==> config.mk <==
export PLATFORM = sky130hd
export DESIGN_NAME = ansi_terminal_cursor_tracker_core
export DESIGN_NICKNAME = d
export VERILOG_FILES = /design/src/hdl/actt_pkg.sv /design/src/hdl/actt_ram.sv /design/src/hdl/actt_ctrl.sv /design/src/hdl/actt_dp.sv /design/src/hdl/ansi_terminal_cursor_tracker_core.sv
export SDC_FILE = /design/constraint.sdc
export NUM_CORES = 1
export LEC_CHECK = 0
export ABC_AREA = 1
export BUFFER_PORTS_ARGS = -buffer_cell sky130_fd_sc_hd__buf_2
export CAP_MARGIN = 20
export CORE_UTILIZATION = 30
export CTS_BUF_LIST = sky130_fd_sc_hd__clkbuf_2 sky130_fd_sc_hd__clkbuf_4 sky130_fd_sc_hd__clkbuf_8
export CTS_CLUSTER_DIAMETER = 150
export DETAILED_ROUTE_END_ITERATION = 10
export PLACE_DENSITY_LB_ADDON = 0.12
export SYNTH_ARGS = -nofsm -noshare
export SYNTH_HDL_FRONTEND = slang
export SYNTH_SLANG_ARGS = --single-unit
export TNS_END_PERCENT = 20
==> constraint.sdc <==
create_clock -name i_clk -period 5 [get_ports i_clk]
set_input_delay 0.25 -clock i_clk [delete_from_list [all_inputs] [get_ports i_clk]]
set_output_delay 0.25 -clock i_clk [all_outputs]
set_load 0.05 [all_outputs]
==> src/hdl/actt_pkg.sv <==
package actt_pkg;

    // Parser modes
    localparam logic [1:0] MODE_GROUND = 2'd0;
    localparam logic [1:0] MODE_ESC    = 2'd1;
    localparam logic [1:0] MODE_CSI    = 2'd2;

    // Configuration register indexes
    localparam int unsigned CFG_IDX_W = 1;
    localparam logic [CFG_IDX_W-1:0] CFG_TAB_WIDTH     = 1'b0;
    localparam logic [CFG_IDX_W-1:0] CFG_SCROLL_OFFSET = 1'b1;
    localparam int unsigned CFG_DATA_W = 16;

    localparam logic [7:0] TAB_WIDTH_RESET = 8'd8;

    // Stream bytes
    localparam logic [7:0] CH_TAB   = 8'h09;
    localparam logic [7:0] CH_LF    = 8'h0A;
    localparam logic [7:0] CH_CR    = 8'h0D;
    localparam logic [7:0] CH_ESC   = 8'h1B;
    localparam logic [7:0] CH_SPACE = 8'h20;
    localparam logic [7:0] CH_ZERO  = 8'h30;
    localparam logic [7:0] CH_NINE  = 8'h39;
    localparam logic [7:0] CH_SEMI  = 8'h3B;
    localparam logic [7:0] CH_LBR   = 8'h5B;
    localparam logic [7:0] CH_A     = 8'h41;
    localparam logic [7:0] CH_B     = 8'h42;
    localparam logic [7:0] CH_C     = 8'h43;
    localparam logic [7:0] CH_D     = 8'h44;
    localparam logic [7:0] CH_E     = 8'h45;
    localparam logic [7:0] CH_F     = 8'h46;
    localparam logic [7:0] CH_H     = 8'h48;
    localparam logic [7:0] CH_M     = 8'h6D;
    localparam logic [7:0] UTF8_LEAD2 = 8'hC0;
    localparam logic [7:0] UTF8_LEAD3 = 8'hE0;
    localparam logic [7:0] UTF8_LEAD4 = 8'hF0;
    localparam logic [7:0] UTF8_BAD   = 8'hF8;

    // Parameter values
    localparam int unsigned PARAM_W = 16;
    localparam logic [PARAM_W-1:0] PARAM_MAX = 16'hFFFF;

    // SGR codes
    localparam logic [15:0] SGR_RESET    = 16'd0;
    localparam logic [15:0] SGR_REVERSE  = 16'd7;
    localparam logic [15:0] SGR_FG_LO    = 16'd30;
    localparam logic [15:0] SGR_FG_HI    = 16'd37;
    localparam logic [15:0] SGR_FG_DEF   = 16'd39;
    localparam logic [15:0] SGR_BG_LO    = 16'd40;
    localparam logic [15:0] SGR_BG_HI    = 16'd47;
    localparam logic [15:0] SGR_BG_DEF   = 16'd49;
    localparam logic [15:0] SGR_FGB_LO   = 16'd90;
    localparam logic [15:0] SGR_FGB_HI   = 16'd97;
    localparam logic [15:0] SGR_FGB_BIAS = 16'd82;

    localparam logic [3:0] FG_DEFAULT = 4'd7;
    localparam logic [3:0] BG_DEFAULT = 4'd0;

    // Controller to datapath
    typedef struct packed {
        logic load;
        logic exec;
        logic tab_step;
        logic tab_fin;
        logic sgr_rd;
        logic sgr_ap;
        logic emit;
    } t_actt_cmd;

    // Datapath to controller
    typedef struct packed {
        logic is_tab;
        logic is_sgr;
        logic tab_last;
        logic sgr_last;
        logic slot_free;
    } t_actt_sts;

endpackage

==> src/hdl/actt_ram.sv <==
module actt_ram #(
    parameter int unsigned WIDTH = 16,
    parameter int unsigned DEPTH = 15
) (
    input  logic                     i_clk,
    input  logic                     i_we,
    input  logic [$clog2(DEPTH)-1:0] i_waddr,
    input  logic [WIDTH-1:0]         i_wdata,
    input  logic                     i_re,
    input  logic [$clog2(DEPTH)-1:0] i_raddr,
    output logic [WIDTH-1:0]         o_rdata
);

    logic [WIDTH-1:0] r_mem [DEPTH];
    logic [WIDTH-1:0] r_rdata;

    always_ff @(posedge i_clk) begin
        if (i_we) begin
            r_mem[i_waddr] <= i_wdata;
        end
        if (i_re) begin
            r_rdata <= r_mem[i_raddr];
        end
    end

    assign o_rdata = r_rdata;

endmodule

==> src/hdl/actt_ctrl.sv <==
module actt_ctrl
    import actt_pkg::*;
(
    input  logic      i_clk,
    input  logic      i_rst_n,
    input  logic      i_in_valid,
    output logic      o_in_ready,
    input  t_actt_sts i_sts,
    output t_actt_cmd o_cmd
);

    localparam logic [2:0] S_IDLE    = 3'd0;
    localparam logic [2:0] S_DECODE  = 3'd1;
    localparam logic [2:0] S_TAB     = 3'd2;
    localparam logic [2:0] S_TAB_FIN = 3'd3;
    localparam logic [2:0] S_SGR_RD  = 3'd4;
    localparam logic [2:0] S_SGR_AP  = 3'd5;
    localparam logic [2:0] S_EMIT    = 3'd6;

    logic [2:0] r_state;
    logic [2:0] n_state;

    always_comb begin
        n_state = r_state;
        o_cmd   = '0;
        unique case (r_state)
            S_IDLE: begin
                o_cmd.load = i_in_valid;
                if (i_in_valid) begin
                    n_state = S_DECODE;
                end
            end
            S_DECODE: begin
                if (i_sts.is_tab) begin
                    o_cmd.exec = 1'b1;
                    n_state    = S_TAB;
                end else if (i_sts.is_sgr) begin
                    o_cmd.exec = 1'b1;
                    n_state    = S_SGR_RD;
                end else if (i_sts.slot_free) begin
                    // commit and show the result in the same cycle
                    o_cmd.exec = 1'b1;
                    o_cmd.emit = 1'b1;
                    n_state    = S_IDLE;
                end
            end
            S_TAB: begin
                o_cmd.tab_step = 1'b1;
                if (i_sts.tab_last) begin
                    n_state = S_TAB_FIN;
                end
            end
            S_TAB_FIN: begin
                o_cmd.tab_fin = 1'b1;
                n_state       = S_EMIT;
            end
            S_SGR_RD: begin
                o_cmd.sgr_rd = 1'b1;
                n_state      = S_SGR_AP;
            end
            S_SGR_AP: begin
                o_cmd.sgr_ap = 1'b1;
                n_state      = i_sts.sgr_last ? S_EMIT : S_SGR_RD;
            end
            S_EMIT: begin
                if (i_sts.slot_free) begin
                    o_cmd.emit = 1'b1;
                    n_state    = S_IDLE;
                end
            end
            default: begin
                n_state = S_IDLE;
            end
        endcase
    end

    always_ff @(posedge i_clk) begin
        if (!i_rst_n) begin
            r_state <= S_IDLE;
        end else begin
            r_state <= n_state;
        end
    end

    assign o_in_ready = (r_state == S_IDLE);

    assert property (@(posedge i_clk) disable iff (!i_rst_n)
        o_cmd.emit |-> i_sts.slot_free)
        else $error("result loaded while output register is occupied");

    assert property (@(posedge i_clk) disable iff (!i_rst_n)
        (i_in_valid && o_in_ready) |=> (r_state == S_DECODE && !o_in_ready))
        else $error("accepted byte not taken to decode");

endmodule

==> src/hdl/actt_dp.sv <==
module actt_dp
    import actt_pkg::*;
#(
    parameter int unsigned MAX_PARAMS = 15,
    parameter int unsigned POS_BITS   = 16
) (
    input  logic                  i_clk,
    input  logic                  i_rst_n,
    input  logic [7:0]            i_in_data,
    input  logic                  i_out_ready,
    output logic                  o_out_valid,
    output logic                  o_glyph_valid,
    output logic [7:0]            o_glyph_byte,
    output logic                  o_char_done,
    output logic [POS_BITS-1:0]   o_row,
    output logic [POS_BITS-1:0]   o_col,
    output logic [3:0]            o_fg,
    output logic [3:0]            o_bg,
    input  logic                  i_cfg_we,
    input  logic [CFG_IDX_W-1:0]  i_cfg_addr,
    input  logic [CFG_DATA_W-1:0] i_cfg_wdata,
    input  t_actt_cmd             i_cmd,
    output t_actt_sts             o_sts
);

    localparam int unsigned AW  = $clog2(MAX_PARAMS);
    localparam int unsigned CW  = $clog2(MAX_PARAMS + 1);
    localparam int unsigned TCW = $clog2(POS_BITS);
    localparam int unsigned WX  = (POS_BITS > PARAM_W) ? POS_BITS : PARAM_W;
    localparam int unsigned SW  = WX + 1;

    logic [7:0]          r_byte;
    logic [1:0]          r_mode,  n_mode;
    logic [1:0]          r_utf8,  n_utf8;
    logic [POS_BITS-1:0] r_row,   n_row;
    logic [POS_BITS-1:0] r_col,   n_col;
    logic [3:0]          r_fg,    n_fg;
    logic [3:0]          r_bg,    n_bg;
    logic [CW-1:0]       r_count, n_count;
    logic                r_first_empty, n_first_empty;
    logic [PARAM_W-1:0]  r_acc,   n_acc;
    logic [PARAM_W-1:0]  r_p0,    n_p0;
    logic [PARAM_W-1:0]  r_p1,    n_p1;
    logic [7:0]          r_tab_width;
    logic [PARAM_W-1:0]  r_scroll;
    logic [7:0]          r_rem,   n_rem;
    logic [POS_BITS-1:0] r_shreg, n_shreg;
    logic [TCW-1:0]      r_tcnt,  n_tcnt;
    logic [AW-1:0]       r_sgr_k, n_sgr_k;

    logic                r_out_valid;
    logic                r_out_gv;
    logic [7:0]          r_out_gb;
    logic                r_out_done;
    logic [POS_BITS-1:0] r_out_row;
    logic [POS_BITS-1:0] r_out_col;
    logic [3:0]          r_out_fg;
    logic [3:0]          r_out_bg;

    logic                d_gv, d_done, d_placed;
    logic                is_digit, is_semi, gnd_mode;
    logic [7:0]          tw_eff;
    logic [19:0]         acc_x10;
    logic [PARAM_W-1:0]  acc_next;
    logic [PARAM_W-1:0]  p0_cur, p1_cur, move_n;
    logic [8:0]          div_t;
    logic                ram_we;
    logic [PARAM_W-1:0]  ram_rdata;

    assign is_digit = (r_byte >= CH_ZERO) && (r_byte <= CH_NINE);
    assign is_semi  = (r_byte == CH_SEMI);
    assign gnd_mode = (r_mode != MODE_ESC) && (r_mode != MODE_CSI);
    assign tw_eff   = (r_tab_width == 8'd0) ? 8'd1 : r_tab_width;

    // saturating decimal accumulate: acc*10 + digit
    assign acc_x10  = {r_acc, 3'b000} + {3'b000, r_acc, 1'b0}
                    + {12'd0, r_byte - CH_ZERO};
    assign acc_next = (acc_x10[19:16] != 4'd0) ? PARAM_MAX : acc_x10[15:0];

    // the open parameter still sits in the accumulator
    assign p0_cur = (r_count == CW'(1)) ? r_acc : r_p0;
    assign p1_cur = (r_count == CW'(2)) ? r_acc : r_p1;
    assign move_n = r_first_empty ? 16'd1 : p0_cur;

    assign div_t = {r_rem, r_shreg[POS_BITS-1]};

    always_comb begin
        n_mode        = r_mode;
        n_utf8        = r_utf8;
        n_row         = r_row;
        n_col         = r_col;
        n_fg          = r_fg;
        n_bg          = r_bg;
        n_count       = r_count;
        n_first_empty = r_first_empty;
        n_acc         = r_acc;
        n_p0          = r_p0;
        n_p1          = r_p1;
        n_rem         = r_rem;
        n_shreg       = r_shreg;
        n_tcnt        = r_tcnt;
        n_sgr_k       = r_sgr_k;
        ram_we        = 1'b0;
        d_gv          = 1'b0;
        d_done        = 1'b0;
        d_placed      = 1'b0;

        if (i_cmd.exec) begin
            case (r_mode)
                MODE_ESC: begin
                    if (r_byte == CH_LBR) begin
                        n_mode        = MODE_CSI;
                        n_count       = CW'(1);
                        n_acc         = '0;
                        n_first_empty = 1'b1;
                    end else begin
                        n_mode = MODE_GROUND;
                    end
                end
                MODE_CSI: begin
                    if (is_digit) begin
                        n_acc = acc_next;
                        if (r_count == CW'(1)) begin
                            n_first_empty = 1'b0;
                        end
                    end else if (is_semi) begin
                        if (r_count >= CW'(MAX_PARAMS)) begin
                            n_mode = MODE_GROUND;
                        end else begin
                            ram_we  = 1'b1;
                            n_acc   = '0;
                            n_count = r_count + CW'(1);
                            if (r_count == CW'(1)) begin
                                n_p0 = r_acc;
                            end
                            if (r_count == CW'(2)) begin
                                n_p1 = r_acc;
                            end
                        end
                    end else begin
                        n_mode  = MODE_GROUND;
                        ram_we  = 1'b1;
                        n_sgr_k = '0;
                        case (r_byte)
                            CH_A: n_row = POS_BITS'(WX'(r_row) - WX'(move_n));
                            CH_B: n_row = POS_BITS'(WX'(r_row) + WX'(move_n));
                            CH_C: n_col = POS_BITS'(WX'(r_col) + WX'(move_n));
                            CH_D: n_col = (WX'(r_col) > WX'(move_n))
                                        ? POS_BITS'(WX'(r_col) - WX'(move_n)) : '0;
                            CH_E: begin
                                n_col = '0;
                                n_row = POS_BITS'(WX'(r_row) + WX'(move_n));
                            end
                            CH_F: begin
                                n_col = '0;
                                n_row = POS_BITS'(WX'(r_row) - WX'(move_n));
                            end
                            CH_H: begin
                                if (r_count >= CW'(2)) begin
                                    n_col = (p1_cur != '0)
                                          ? POS_BITS'(WX'(p1_cur - 16'd1)) : '0;
                                    n_row = POS_BITS'(SW'(p0_cur) + SW'(r_scroll));
                                end
                            end
                            default: begin
                            end
                        endcase
                    end
                end
                default: begin
                    n_mode = MODE_GROUND;
                    if ((r_utf8 != 2'd0) && (r_byte[7:6] == 2'b10)) begin
                        d_gv     = 1'b1;
                        d_placed = 1'b1;
                        n_utf8   = r_utf8 - 2'd1;
                        d_done   = (r_utf8 == 2'd1);
                    end else begin
                        n_utf8 = 2'd0;
                        if (!r_byte[7]) begin
                            if (r_byte >= CH_SPACE) begin
                                d_gv     = 1'b1;
                                d_done   = 1'b1;
                                d_placed = 1'b1;
                            end else if (r_byte == CH_ESC) begin
                                n_mode = MODE_ESC;
                            end else if (r_byte == CH_TAB) begin
                                // start the column remainder by tab width
                                n_rem   = '0;
                                n_shreg = r_col;
                                n_tcnt  = TCW'(POS_BITS - 1);
                            end else if (r_byte == CH_CR) begin
                                n_col = '0;
                            end else if (r_byte == CH_LF) begin
                                n_col = '0;
                                n_row = r_row + POS_BITS'(1);
                            end
                        end else if ((r_byte >= UTF8_LEAD2) && (r_byte < UTF8_BAD)) begin
                            d_gv     = 1'b1;
                            d_placed = 1'b1;
                            if (r_byte < UTF8_LEAD3) begin
                                n_utf8 = 2'd1;
                            end else if (r_byte < UTF8_LEAD4) begin
                                n_utf8 = 2'd2;
                            end else begin
                                n_utf8 = 2'd3;
                            end
                        end
                    end
                end
            endcase
            if (d_placed && d_done) begin
                n_col = r_col + POS_BITS'(1);
            end
        end

        // restoring remainder, one column bit per cycle
        if (i_cmd.tab_step) begin
            n_shreg = {r_shreg[POS_BITS-2:0], 1'b0};
            n_tcnt  = r_tcnt - TCW'(1);
            if (div_t >= {1'b0, tw_eff}) begin
                n_rem = 8'(div_t - {1'b0, tw_eff});
            end else begin
                n_rem = div_t[7:0];
            end
        end

        if (i_cmd.tab_fin) begin
            n_col = r_col + POS_BITS'(tw_eff) - POS_BITS'(r_rem);
        end

        if (i_cmd.sgr_ap) begin
            n_sgr_k = r_sgr_k + AW'(1);
            if (ram_rdata == SGR_RESET) begin
                n_fg = FG_DEFAULT;
                n_bg = BG_DEFAULT;
            end else if (ram_rdata == SGR_REVERSE) begin
                n_fg = r_bg;
                n_bg = r_fg;
            end else if ((ram_rdata >= SGR_FG_LO) && (ram_rdata <= SGR_FG_HI)) begin
                n_fg = 4'(ram_rdata - SGR_FG_LO);
            end else if (ram_rdata == SGR_FG_DEF) begin
                n_fg = FG_DEFAULT;
            end else if ((ram_rdata >= SGR_BG_LO) && (ram_rdata <= SGR_BG_HI)) begin
                n_bg = 4'(ram_rdata - SGR_BG_LO);
            end else if (ram_rdata == SGR_BG_DEF) begin
                n_bg = BG_DEFAULT;
            end else if ((ram_rdata >= SGR_FGB_LO) && (ram_rdata <= SGR_FGB_HI)) begin
                n_fg = 4'(ram_rdata - SGR_FGB_BIAS);
            end
        end
    end

    actt_ram #(
        .WIDTH (PARAM_W),
        .DEPTH (MAX_PARAMS)
    ) u_param_ram (
        .i_clk   (i_clk),
        .i_we    (ram_we),
        .i_waddr (AW'(r_count - CW'(1))),
        .i_wdata (r_acc),
        .i_re    (i_cmd.sgr_rd),
        .i_raddr (r_sgr_k),
        .o_rdata (ram_rdata)
    );

    always_ff @(posedge i_clk) begin
        if (!i_rst_n) begin
            r_mode        <= MODE_GROUND;
            r_utf8        <= 2'd0;
            r_row         <= '0;
            r_col         <= '0;
            r_fg          <= FG_DEFAULT;
            r_bg          <= BG_DEFAULT;
            r_count       <= '0;
            r_first_empty <= 1'b1;
            r_tab_width   <= TAB_WIDTH_RESET;
            r_scroll      <= '0;
            r_out_valid   <= 1'b0;
        end else begin
            r_mode        <= n_mode;
            r_utf8        <= n_utf8;
            r_row         <= n_row;
            r_col         <= n_col;
            r_fg          <= n_fg;
            r_bg          <= n_bg;
            r_count       <= n_count;
            r_first_empty <= n_first_empty;
            if (i_cfg_we) begin
                case (i_cfg_addr)
                    CFG_TAB_WIDTH: r_tab_width <= i_cfg_wdata[7:0];
                    default:       r_scroll    <= i_cfg_wdata;
                endcase
            end
            if (i_cmd.emit) begin
                r_out_valid <= 1'b1;
            end else if (i_out_ready) begin
                r_out_valid <= 1'b0;
            end
        end
    end

    always_ff @(posedge i_clk) begin
        if (i_cmd.load) begin
            r_byte <= i_in_data;
        end
        r_acc   <= n_acc;
        r_p0    <= n_p0;
        r_p1    <= n_p1;
        r_rem   <= n_rem;
        r_shreg <= n_shreg;
        r_tcnt  <= n_tcnt;
        r_sgr_k <= n_sgr_k;
        if (i_cmd.emit) begin
            r_out_gv   <= d_gv;
            r_out_gb   <= d_gv ? r_byte : 8'd0;
            r_out_done <= d_done;
            r_out_row  <= d_placed ? r_row : n_row;
            r_out_col  <= d_placed ? r_col : n_col;
            r_out_fg   <= n_fg;
            r_out_bg   <= n_bg;
        end
    end

    assign o_sts.is_tab    = gnd_mode && (r_byte == CH_TAB);
    assign o_sts.is_sgr    = (r_mode == MODE_CSI) && !is_digit && !is_semi
                           && (r_byte == CH_M);
    assign o_sts.tab_last  = (r_tcnt == '0);
    assign o_sts.sgr_last  = (r_sgr_k == AW'(r_count - CW'(1)));
    assign o_sts.slot_free = !r_out_valid || i_out_ready;

    assign o_out_valid   = r_out_valid;
    assign o_glyph_valid = r_out_gv;
    assign o_glyph_byte  = r_out_gb;
    assign o_char_done   = r_out_done;
    assign o_row         = r_out_row;
    assign o_col         = r_out_col;
    assign o_fg          = r_out_fg;
    assign o_bg          = r_out_bg;

    assert property (@(posedge i_clk) disable iff (!i_rst_n)
        (r_mode != MODE_GROUND) |-> (r_utf8 == 2'd0))
        else $error("character left open while inside an escape sequence");

    assert property (@(posedge i_clk) disable iff (!i_rst_n)
        (r_mode == MODE_CSI) |-> ((r_count != '0) && (r_count <= CW'(MAX_PARAMS))))
        else $error("parameter count out of range inside CSI");

    assert property (@(posedge i_clk) disable iff (!i_rst_n)
        (r_out_valid && r_out_done) |-> r_out_gv)
        else $error("character end flagged on a non-glyph result");

endmodule

==> src/hdl/ansi_terminal_cursor_tracker_core.sv <==
// A plain byte is accepted in S_IDLE, then decoded and committed in S_DECODE, where its
// result is registered; the decode state waits while the output register is full.
// TAB runs the column remainder one bit per cycle in S_TAB, then S_TAB_FIN and S_EMIT.
// SGR 'm' reads each stored parameter in S_SGR_RD through the registered parameter RAM
// port and applies it in S_SGR_AP, one parameter after the other.
// Reset (synchronous, active low): cursor at 0,0, fg 7, bg 0, tab width 8, scroll 0.
module ansi_terminal_cursor_tracker_core
    import actt_pkg::*;
#(
    parameter int unsigned MAX_PARAMS = 15,
    parameter int unsigned POS_BITS   = 16
) (
    input  logic                  i_clk,
    input  logic                  i_rst_n,
    // input stream: tdata = byte_in[7:0]
    input  logic                  s_axis_tvalid,
    output logic                  s_axis_tready,
    input  logic [7:0]            s_axis_tdata,
    // output stream
    output logic                  m_axis_tvalid,
    input  logic                  m_axis_tready,
    // tdata from bit 0 up: glyph_byte, row_out, col_out, fg_out, bg_out, zero pad
    output logic [((2*POS_BITS+16+7)/8)*8-1:0] m_axis_tdata,
    // tuser: glyph_valid
    output logic                  m_axis_tuser,
    // tlast: char_done, the last byte of a UTF-8 character
    output logic                  m_axis_tlast,
    // configuration writes: index 0 tab_width, index 1 scroll_offset
    input  logic                  i_cfg_we,
    input  logic [CFG_IDX_W-1:0]  i_cfg_addr,
    input  logic [CFG_DATA_W-1:0] i_cfg_wdata
);

    localparam int unsigned TDATA_W = ((2*POS_BITS + 16 + 7) / 8) * 8;

    t_actt_cmd           cmd;
    t_actt_sts           sts;
    logic [7:0]          glyph_byte;
    logic [POS_BITS-1:0] row_out;
    logic [POS_BITS-1:0] col_out;
    logic [3:0]          fg_out;
    logic [3:0]          bg_out;

    // Sequence each byte: accept, decode and commit, then either show the result at once
    // or run the tab remainder or the SGR walk first.
    actt_ctrl u_ctrl (
        .i_clk      (i_clk),
        .i_rst_n    (i_rst_n),
        .i_in_valid (s_axis_tvalid),
        .o_in_ready (s_axis_tready),
        .i_sts      (sts),
        .o_cmd      (cmd)
    );

    // Parser state, cursor and colors, tab divider, parameter RAM and output register.
    actt_dp #(
        .MAX_PARAMS (MAX_PARAMS),
        .POS_BITS   (POS_BITS)
    ) u_dp (
        .i_clk         (i_clk),
        .i_rst_n       (i_rst_n),
        .i_in_data     (s_axis_tdata),
        .i_out_ready   (m_axis_tready),
        .o_out_valid   (m_axis_tvalid),
        .o_glyph_valid (m_axis_tuser),
        .o_glyph_byte  (glyph_byte),
        .o_char_done   (m_axis_tlast),
        .o_row         (row_out),
        .o_col         (col_out),
        .o_fg          (fg_out),
        .o_bg          (bg_out),
        .i_cfg_we      (i_cfg_we),
        .i_cfg_addr    (i_cfg_addr),
        .i_cfg_wdata   (i_cfg_wdata),
        .i_cmd         (cmd),
        .o_sts         (sts)
    );

    // Pack fields lowest first and zero-fill up to a whole byte.
    assign m_axis_tdata = TDATA_W'({bg_out, fg_out, col_out, row_out, glyph_byte});

endmodule

== Word-level counts from Yosys, hierarchy flattened ==
Memory sizes are Yosys's and may differ from the RTL's. A register that Yosys moved wholly into a read port is not among the register bits.
Index checks and enable logic that the tools add are counted.

* Register bits: 215
* Bits in writable memories: 240
* Word-level logic and storage cells: 321
* Memories kept: 1

{| class="wikitable"
|+ Memory list
! name !! words !! bits a word !! rd ports !! clocked after Yosys merged registers in !! write ports !! line !! source
|-
| u_dp.u_param_ram.r_mem || 15 || 16 || 1 || 1 || 1 || actt_ram.sv:14 || <nowiki>logic [WIDTH-1:0] r_mem [DEPTH];</nowiki>
|}

* Add/subtract/negate cells: 22
* Order comparisons: 17
* Eq/ne operators: 50
* Multiplexer cells: 150
* Bitwise gates (word level): 8
* Reduce and logical (&&, ||, !) cells: 45

{| class="wikitable"
|+ Operators with widths
! operator !! count
|-
| $mux W16 || 44
|-
| $mux W4 || 32
|-
| $pmux W16 S2 || 3
|-
| $mux W8 || 10
|-
| $eq A8 B7 Y1 const B || 9
|-
| $pmux W16 S4 || 1
|-
| $add A16 B16 Y16 || 3
|-
| $pmux W16 S3 || 1
|-
| $mux W1 || 37
|-
| $add A16 B1 Y16 const B || 2
|-
| $eq A16 B6 Y1 const B || 2
|-
| $le A16 B6 Y1 const B || 2
|-
| $sub A16 B16 Y16 || 2
|-
| $eq A8 B4 Y1 const B || 3
|-
| $lt A8 B8 Y1 const B || 3
|-
| $mux W2 || 12
|-
| $ne A2 B2 Y1 const B || 11
|-
| $pmux W3 S7 || 1
|-
| $add A19 B17 Y20 || 1
|-
| $add A20 B8 Y20 || 1
|-
| $add A16 B8 Y16 || 1
|-
| $eq A16 B3 Y1 const B || 1
|-
| $ge A16 B5 Y1 const B || 1
|-
| $ge A16 B6 Y1 const B || 1
|-
| 54 further kinds || 108
|}

== Longest topological paths before layout ==
* Depth after elaboration: 15
* Depth in mapped cells: 29

== Cells and area by module ==
From an unflattened synthesis, not the netlist that was laid out.

* Cells, all modules: 3492
* Area, all modules: 28712.5 um2

{| class="wikitable"
|+ By module, submodules not included
! module !! instances !! cells an instance !! area each (um2) !! sequential area each (um2)
|-
| actt_dp || 1 || 2484 || 17809.6 || 5615.4
|-
| actt_ram || 1 || 957 || 10618.9 || 7687.4
|-
| actt_ctrl || 1 || 51 || 284.0 || 60.1
|}

== Worst setup path after synthesis ==
OpenSTA, ideal clock, no wires.

* Kind: reg-to-reg
* From: register u_dp.r_byte[4]
* To: register u_dp.r_p0[0], enable pin
* Data arrival time: 4.814 ns
* Data required time: 4.498 ns
* Setup slack: -0.316 ns
* Cell stages (with the launch flop): 15
* Clock period less this slack: 5.316 ns
* Cells stage by stage: edfxtp_1 > ha_1 > nand2_1 > inv_1 > nand3_1 > nand2_1 > nand2_2 > nor2_2 > nand4_2 > nand2_2 > nand2_2 > nand2_4 > inv_4 > buf_2 > nor4_1

* Word-level cells in the longest chain between the ends: 10
* Elaborated cells on any way between the ends: 17
* Those cells by class: order compare: 2; eq/ne: 3; mux: 3; bitwise: 1; reduce/logical: 8

{| class="wikitable"
|+ Ends and longest elaborated chain
! what !! line !! source
|-
| from (decl) || actt_dp.sv:32 || <nowiki>logic [7:0] r_byte;</nowiki>
|-
| from (signal assigned) || actt_dp.sv:304 || <nowiki>r_byte <= i_in_data;</nowiki>
|-
| $ge A8 B6 Y1 / $le A8 B6 Y1 (equally long branches) || actt_dp.sv:70 || <nowiki>assign is_digit = (r_byte >= CH_ZERO) && (r_byte <= CH_NINE);</nowiki>
|-
| $logic_and A1 B1 Y1 || actt_dp.sv:70 ||
|-
| $logic_not A1 Y1 || actt_dp.sv:325 || <nowiki>assign o_sts.is_sgr = (r_mode == MODE_CSI) && !is_digit && !is_semi</nowiki>
|-
| $logic_and A1 B1 Y1 (2 in a row) || actt_dp.sv:325 ||
|-
| $logic_and A1 B1 Y1 || actt_dp.sv:326 || <nowiki>&& (r_byte == CH_M);</nowiki>
|-
| $mux W1 || actt_ctrl.sv:37 || <nowiki>end else if (i_sts.is_sgr) begin</nowiki>
|-
| $mux W1 || actt_ctrl.sv:34 || <nowiki>if (i_sts.is_tab) begin</nowiki>
|-
| $mux W1 || actt_ctrl.sv:26 || <nowiki>unique case (r_state)</nowiki>
|-
| $reduce_and A5 Y1 (no source line) (*) || - ||
|-
| to (signal assigned) || actt_dp.sv:307 || <nowiki>r_p0 <= n_p0;</nowiki>
|-
| to (decl) || actt_dp.sv:42 || <nowiki>logic [PARAM_W-1:0] r_p0, n_p0;</nowiki>
|}

Mark *: on every way between the ends. The rest lies on a longest branch, timed or not.
A chain may end at the register's enable or synchronous reset.

== Worst setup path in the final report ==
* From: register u_dp.r_count[1]
* To: register u_dp.r_out_col[11] (netlist: u_dp.o_col[11]), data pin

* Word-level cells in the longest chain between the ends: 13
* Elaborated cells on any way between the ends: 22
* Those cells by class: add/sub: 3; order compare: 2; eq/ne: 2; mux: 14; reduce/logical: 1

{| class="wikitable"
|+ Ends and longest elaborated chain
! what !! line !! source
|-
| from (decl) || actt_dp.sv:39 || <nowiki>logic [CW-1:0] r_count, n_count;</nowiki>
|-
| from (signal assigned) || actt_dp.sv:286 || <nowiki>r_count <= n_count;</nowiki>
|-
| $eq A4 B1 Y1 (*) || actt_dp.sv:81 || <nowiki>assign p0_cur = (r_count == CW'(1)) ? r_acc : r_p0;</nowiki>
|-
| $mux W16 (*) || - ||
|-
| net u_dp.p0_cur[9] || actt_dp.sv:65 || <nowiki>logic [PARAM_W-1:0] p0_cur, p1_cur, move_n;</nowiki>
|-
| $mux W16 (*) || actt_dp.sv:83 || <nowiki>assign move_n = r_first_empty ? 16'd1 : p0_cur;</nowiki>
|-
| $sub A16 B16 Y16 / $gt A16 B16 Y1 (equally long branches) || actt_dp.sv:149, actt_dp.sv:148 ||
|-
| $mux W16 || actt_dp.sv:149 || <nowiki>? POS_BITS'(WX'(r_col) - WX'(move_n)) : '0;</nowiki>
|-
| $pmux W16 S4 (*) || actt_dp.sv:144 || <nowiki>case (r_byte)</nowiki>
|-
| $mux W16 (*) || actt_dp.sv:126 || <nowiki>end else if (is_semi) begin</nowiki>
|-
| $mux W16 (*) || actt_dp.sv:121 || <nowiki>if (is_digit) begin</nowiki>
|-
| $pmux W16 S2 (*) || actt_dp.sv:109 || <nowiki>case (r_mode)</nowiki>
|-
| $mux W16 (*) || actt_dp.sv:211 || <nowiki>if (d_placed && d_done) begin</nowiki>
|-
| $mux W16 (*) || actt_dp.sv:108 || <nowiki>if (i_cmd.exec) begin</nowiki>
|-
| $mux W16 (*) || actt_dp.sv:227 || <nowiki>if (i_cmd.tab_fin) begin</nowiki>
|-
| $mux W16 (*) || actt_dp.sv:318 || <nowiki>r_out_col <= d_placed ? r_col : n_col;</nowiki>
|-
| to (signal assigned) || actt_dp.sv:318 ||
|-
| to (decl) || actt_dp.sv:56 || <nowiki>logic [POS_BITS-1:0] r_out_col;</nowiki>
|}

Mark *: on every way through the listed nets, which the timed path passes. The rest lies on a longest branch.

==> run summary <==
vias per cell: 4.95
mux cell area share after synthesis: 0%
Worst-Margin Slew: 1.01 ns
Post-synth top cells: nand2_1 (633), edfxtp_1 (393), inv_1 (386)
initial antenna violation count: 1
Core ar.: 93200 um^2
TritonCTS clock tree: built
# setup viols final: 0
Main synth FF type: edfxtp_1
Synth Area in XOR/XNOR: 2.61%
unrepaired setup endpoints after global routing: no
LEAKAGE: 13.7 nW
#FFs+latches synth: 471
hold path depth: 4
maximum vdd drop: 0.164 mV
latest clock arrival within the worst-skew pair: 0.75 ns
largest net degree at the start of global routing: 81
Rows: 112
IO Port Bufs: 81
crit-path max cell delay: 0.43 ns
Routed WL: 98500 um
status: finished clean
flop2flop setup slack: 0.46 ns
period utilisation layout: 90.7%
Max-slew headroom: 31.8%
routability cong.: 0.961
CTS buffer count: 89
CP arrival: 4.98 ns
post-place setup slack: 0.483 ns
vias in the first global route: 23.2k
DRC Markers: 0
Die Span X: 309 um
clk slew on worst S/H paths: 0.06 ns
CP Class: reg -> reg
Sink Count: 471
WL per Instance: 20.6 um
placed cells: 4580
Total GRT Usage: 20.7%
slowest cell on the critical path: dfxtp_1
CP Capture Type: flip-flop
adder-cell share of the synthesized area: 7.82%
worst-path maximum fanout: 24
Ports: 82
Synth async-reset ratio: 0%
die area: 95300 um^2
minimum clock period: 4.54 ns
fill cell count: 9698
H-tree depth: 3
simple logic cell fraction of the synthesized area: 20.6%
most common cell type on the critical path: nand2_1
largest family of logic cells by synthesized area: simple AND/OR/NAND/NOR gates
Synth-to-Final Area Change: 15.8%
syn nets: 3457
max frequency: 0.220 GHz
CP startpoint kind: flip-flop
synth unique cells: 60
antenna-violating nets left: 0
Synth top area share: 41.8%
Crit path required time: 5.44 ns
Post-Route Setup TNS: 0 ns
post-synthesis compound-gate area fraction: 14.2%
mapped cell area: 28200 um^2
Initial DRC Count: 1700
worst hold path endpoint: u_dp.r_tab_width[0]
R2R Path Start: u_dp.r_count[1]
Synth Instances: 3262
Worst R2R Path Depth: 25
Cell Count, Final, Fillers Out: 4773
clock skew: 0.0524 ns
Starting Density: 30.3%
dpl hpwl: 72900 um
leading area contributor after synthesis: edfxtp_1
Die Ht: 309 um
first-pass GRT wire length: 148000 um
YS warnings: 0
vias: 23.6k
total grt overflow: 0
Setup WS post-layout: 0.463 ns
Layout Nets: 3642
Worst R2R End: u_dp.o_col[11]
final hold violations: 0
synth top area cells: edfxtp_1 (42%), nand2_1 (8.4%), ha_1 (6.5%), dfxtp_1 (5.5%), inv_1 (5.1%)
max_cap viols: 0
layout cell share with drive strength beyond 1: 13.7%
Pwr Density: 301 nW/um^2
EDFF count, synth: 393
Hold Crit Start: i_cfg_addr
most numerous cell in the Yosys netlist: nand2_1
Tightest Hold Check Type: in -> reg
syn avg cell area: 8.65 um^2
drt pass-1 iters: 5
Clock Root Buffer: clkbuf_8
max-slew violations: 0
clk buf depth: 3
Seq/Total Area, Yosys: 47.4%
[power by group]
part           internal, mW  switching [mW]  leakage [nW]
Sequential             4.31          0.0787          4.23
Combinational         0.420           0.989          8.45
Clock                  2.26            1.78         0.985
[area by class of cell]
| type | count | area, um^2 | area share [%] |
|---|---|---|---|
| Tap cell | 1254 | 1570 | 4.80 |
| Sequential cell | 471 | 13400 | 40.9 |
| Clock buffer | 125 | 1540 | 4.71 |
| Inverter | 410 | 1540 | 4.72 |
| Clock inverter | 34 | 335 | 1.03 |
| Multi-Input combinational cell | 2264 | 12900 | 39.3 |
| Timing Repair Buffer | 211 | 1460 | 4.48 |
| Antenna cell | 4 | 10.0 | 0.0306 |
[critical path: cells and delay by family, from the launching register on]
kind	cells	cell delay, ns
and+or+nand+nor	15	1.63
AOI/OAI and AO/OA	4	0.79
buffers and inverters	4	0.72
adders and majority gates	2	0.66
DFF	1	0.43
[flip-flops by register name, summed over array words and instances (netlist names), 8 cells and up]
signal                    count
u_dp.u_param_ram.o_rdata     16
u_dp.r_byte                   8
u_dp.o_glyph_byte             8
u_dp.o_row                   16
u_dp.r_shreg                 16
u_dp.r_acc                   16
u_dp.r_rem                    8
u_dp.r_p0                    16
u_dp.r_scroll                16
u_dp.r_p1                    16
u_dp.u_param_ram.r_mem      240
u_dp.o_col                   16
u_dp.r_tab_width              8
u_dp.r_row                   16
u_dp.r_col                   16
[placed cells by master (no fill, tap or decap), types with 24 or more instances in the layout]
cell | Yosys | routed
a21oi_1 | 252 | 250
buf_2 | 25 | 81
buf_4 | 3 | 99
clkbuf_4 | 0 | 29
clkbuf_8 | 0 | 96
dfxtp_1 | 78 | 78
dlygate4sd3_1 | 0 | 30
edfxtp_1 | 393 | 393
ha_1 | 146 | 146
inv_1 | 386 | 386
nand2_1 | 633 | 632
nand2_2 | 29 | 30
nand3_1 | 202 | 202
nand4_1 | 32 | 32
nor2_1 | 305 | 292
nor2_2 | 12 | 24
nor3_1 | 59 | 54
o211ai_1 | 47 | 47
o21ai_0 | 211 | 211
o221ai_1 | 24 | 24
o22ai_1 | 24 | 24
xor2_1 | 68 | 68
[stage by stage]
stage               total power [mW]  hold slack [ns]  util [%]  cell area (um^2)
finish                          9.83           0.0676      35.1             32700
global route                    10.3           0.0842      35.1             32700
CTS                             9.98          0.00284      35.0             32700
detailed placement              5.84            0.429      32.7             30500
global placement                5.86            0.433      32.7             30500
floorplan                       5.38            0.349         -             28200
[layer usage]
metal / part of all wire, % / up-vias / track usage (%) / routed length (um)
li1: - / 11568 / - / -
met1: 47 / 11357 / 28.4 / 46200
met2: 45 / 580 / 32.9 / 44700
met3: 5.5 / 140 / 4.09 / 5390
met4: 2.3 / 0 / 5.74 / 2260
met5: 0 / - / 0 / 0
[logic make-up (layout without fill, tap and decap cells)]
group / Yosys count / after routing
and+or+nand+nor: 1333 / 1333
buffers and inverters: 527 / 780
xor gates and xnor gates: 84 / 84
DFF: 471 / 471
other: 0 / 4
adders and majority gates: 165 / 165
AOI/OAI and AO/OA: 682 / 682
[how the worst max path moves through the flow]
| stage | from | end | slack, ns | cells after the start |
|---|---|---|---|---|
| 2_1_floorplan | u_dp.r_byte[4] | u_dp.r_p0[0] | 1.03 | 14 |
| 3_3_place_gp | u_dp.r_count[1] | u_dp.o_col[11] | 0.48 | 25 |
| 3_5_place_dp | u_dp.r_count[1] | u_dp.o_col[11] | 0.48 | 25 |
| 4_1_cts | u_dp.r_count[1] | u_dp.o_col[11] | 0.44 | 25 |
| 5_1_grt | u_dp.r_count[1] | u_dp.o_col[11] | 0.09 | 25 |
| 6_report | u_dp.r_count[1] | u_dp.o_col[11] | 0.46 | 25 |
[what timing repair did]
item,in CTS,in global routing
hold buffers,30,0
resized for setup,0,1
buffers inserted,0,0
hold endpoints to repair,37,0
setup endpoints to repair,0,3
Power figures use the tool's default switching activity.
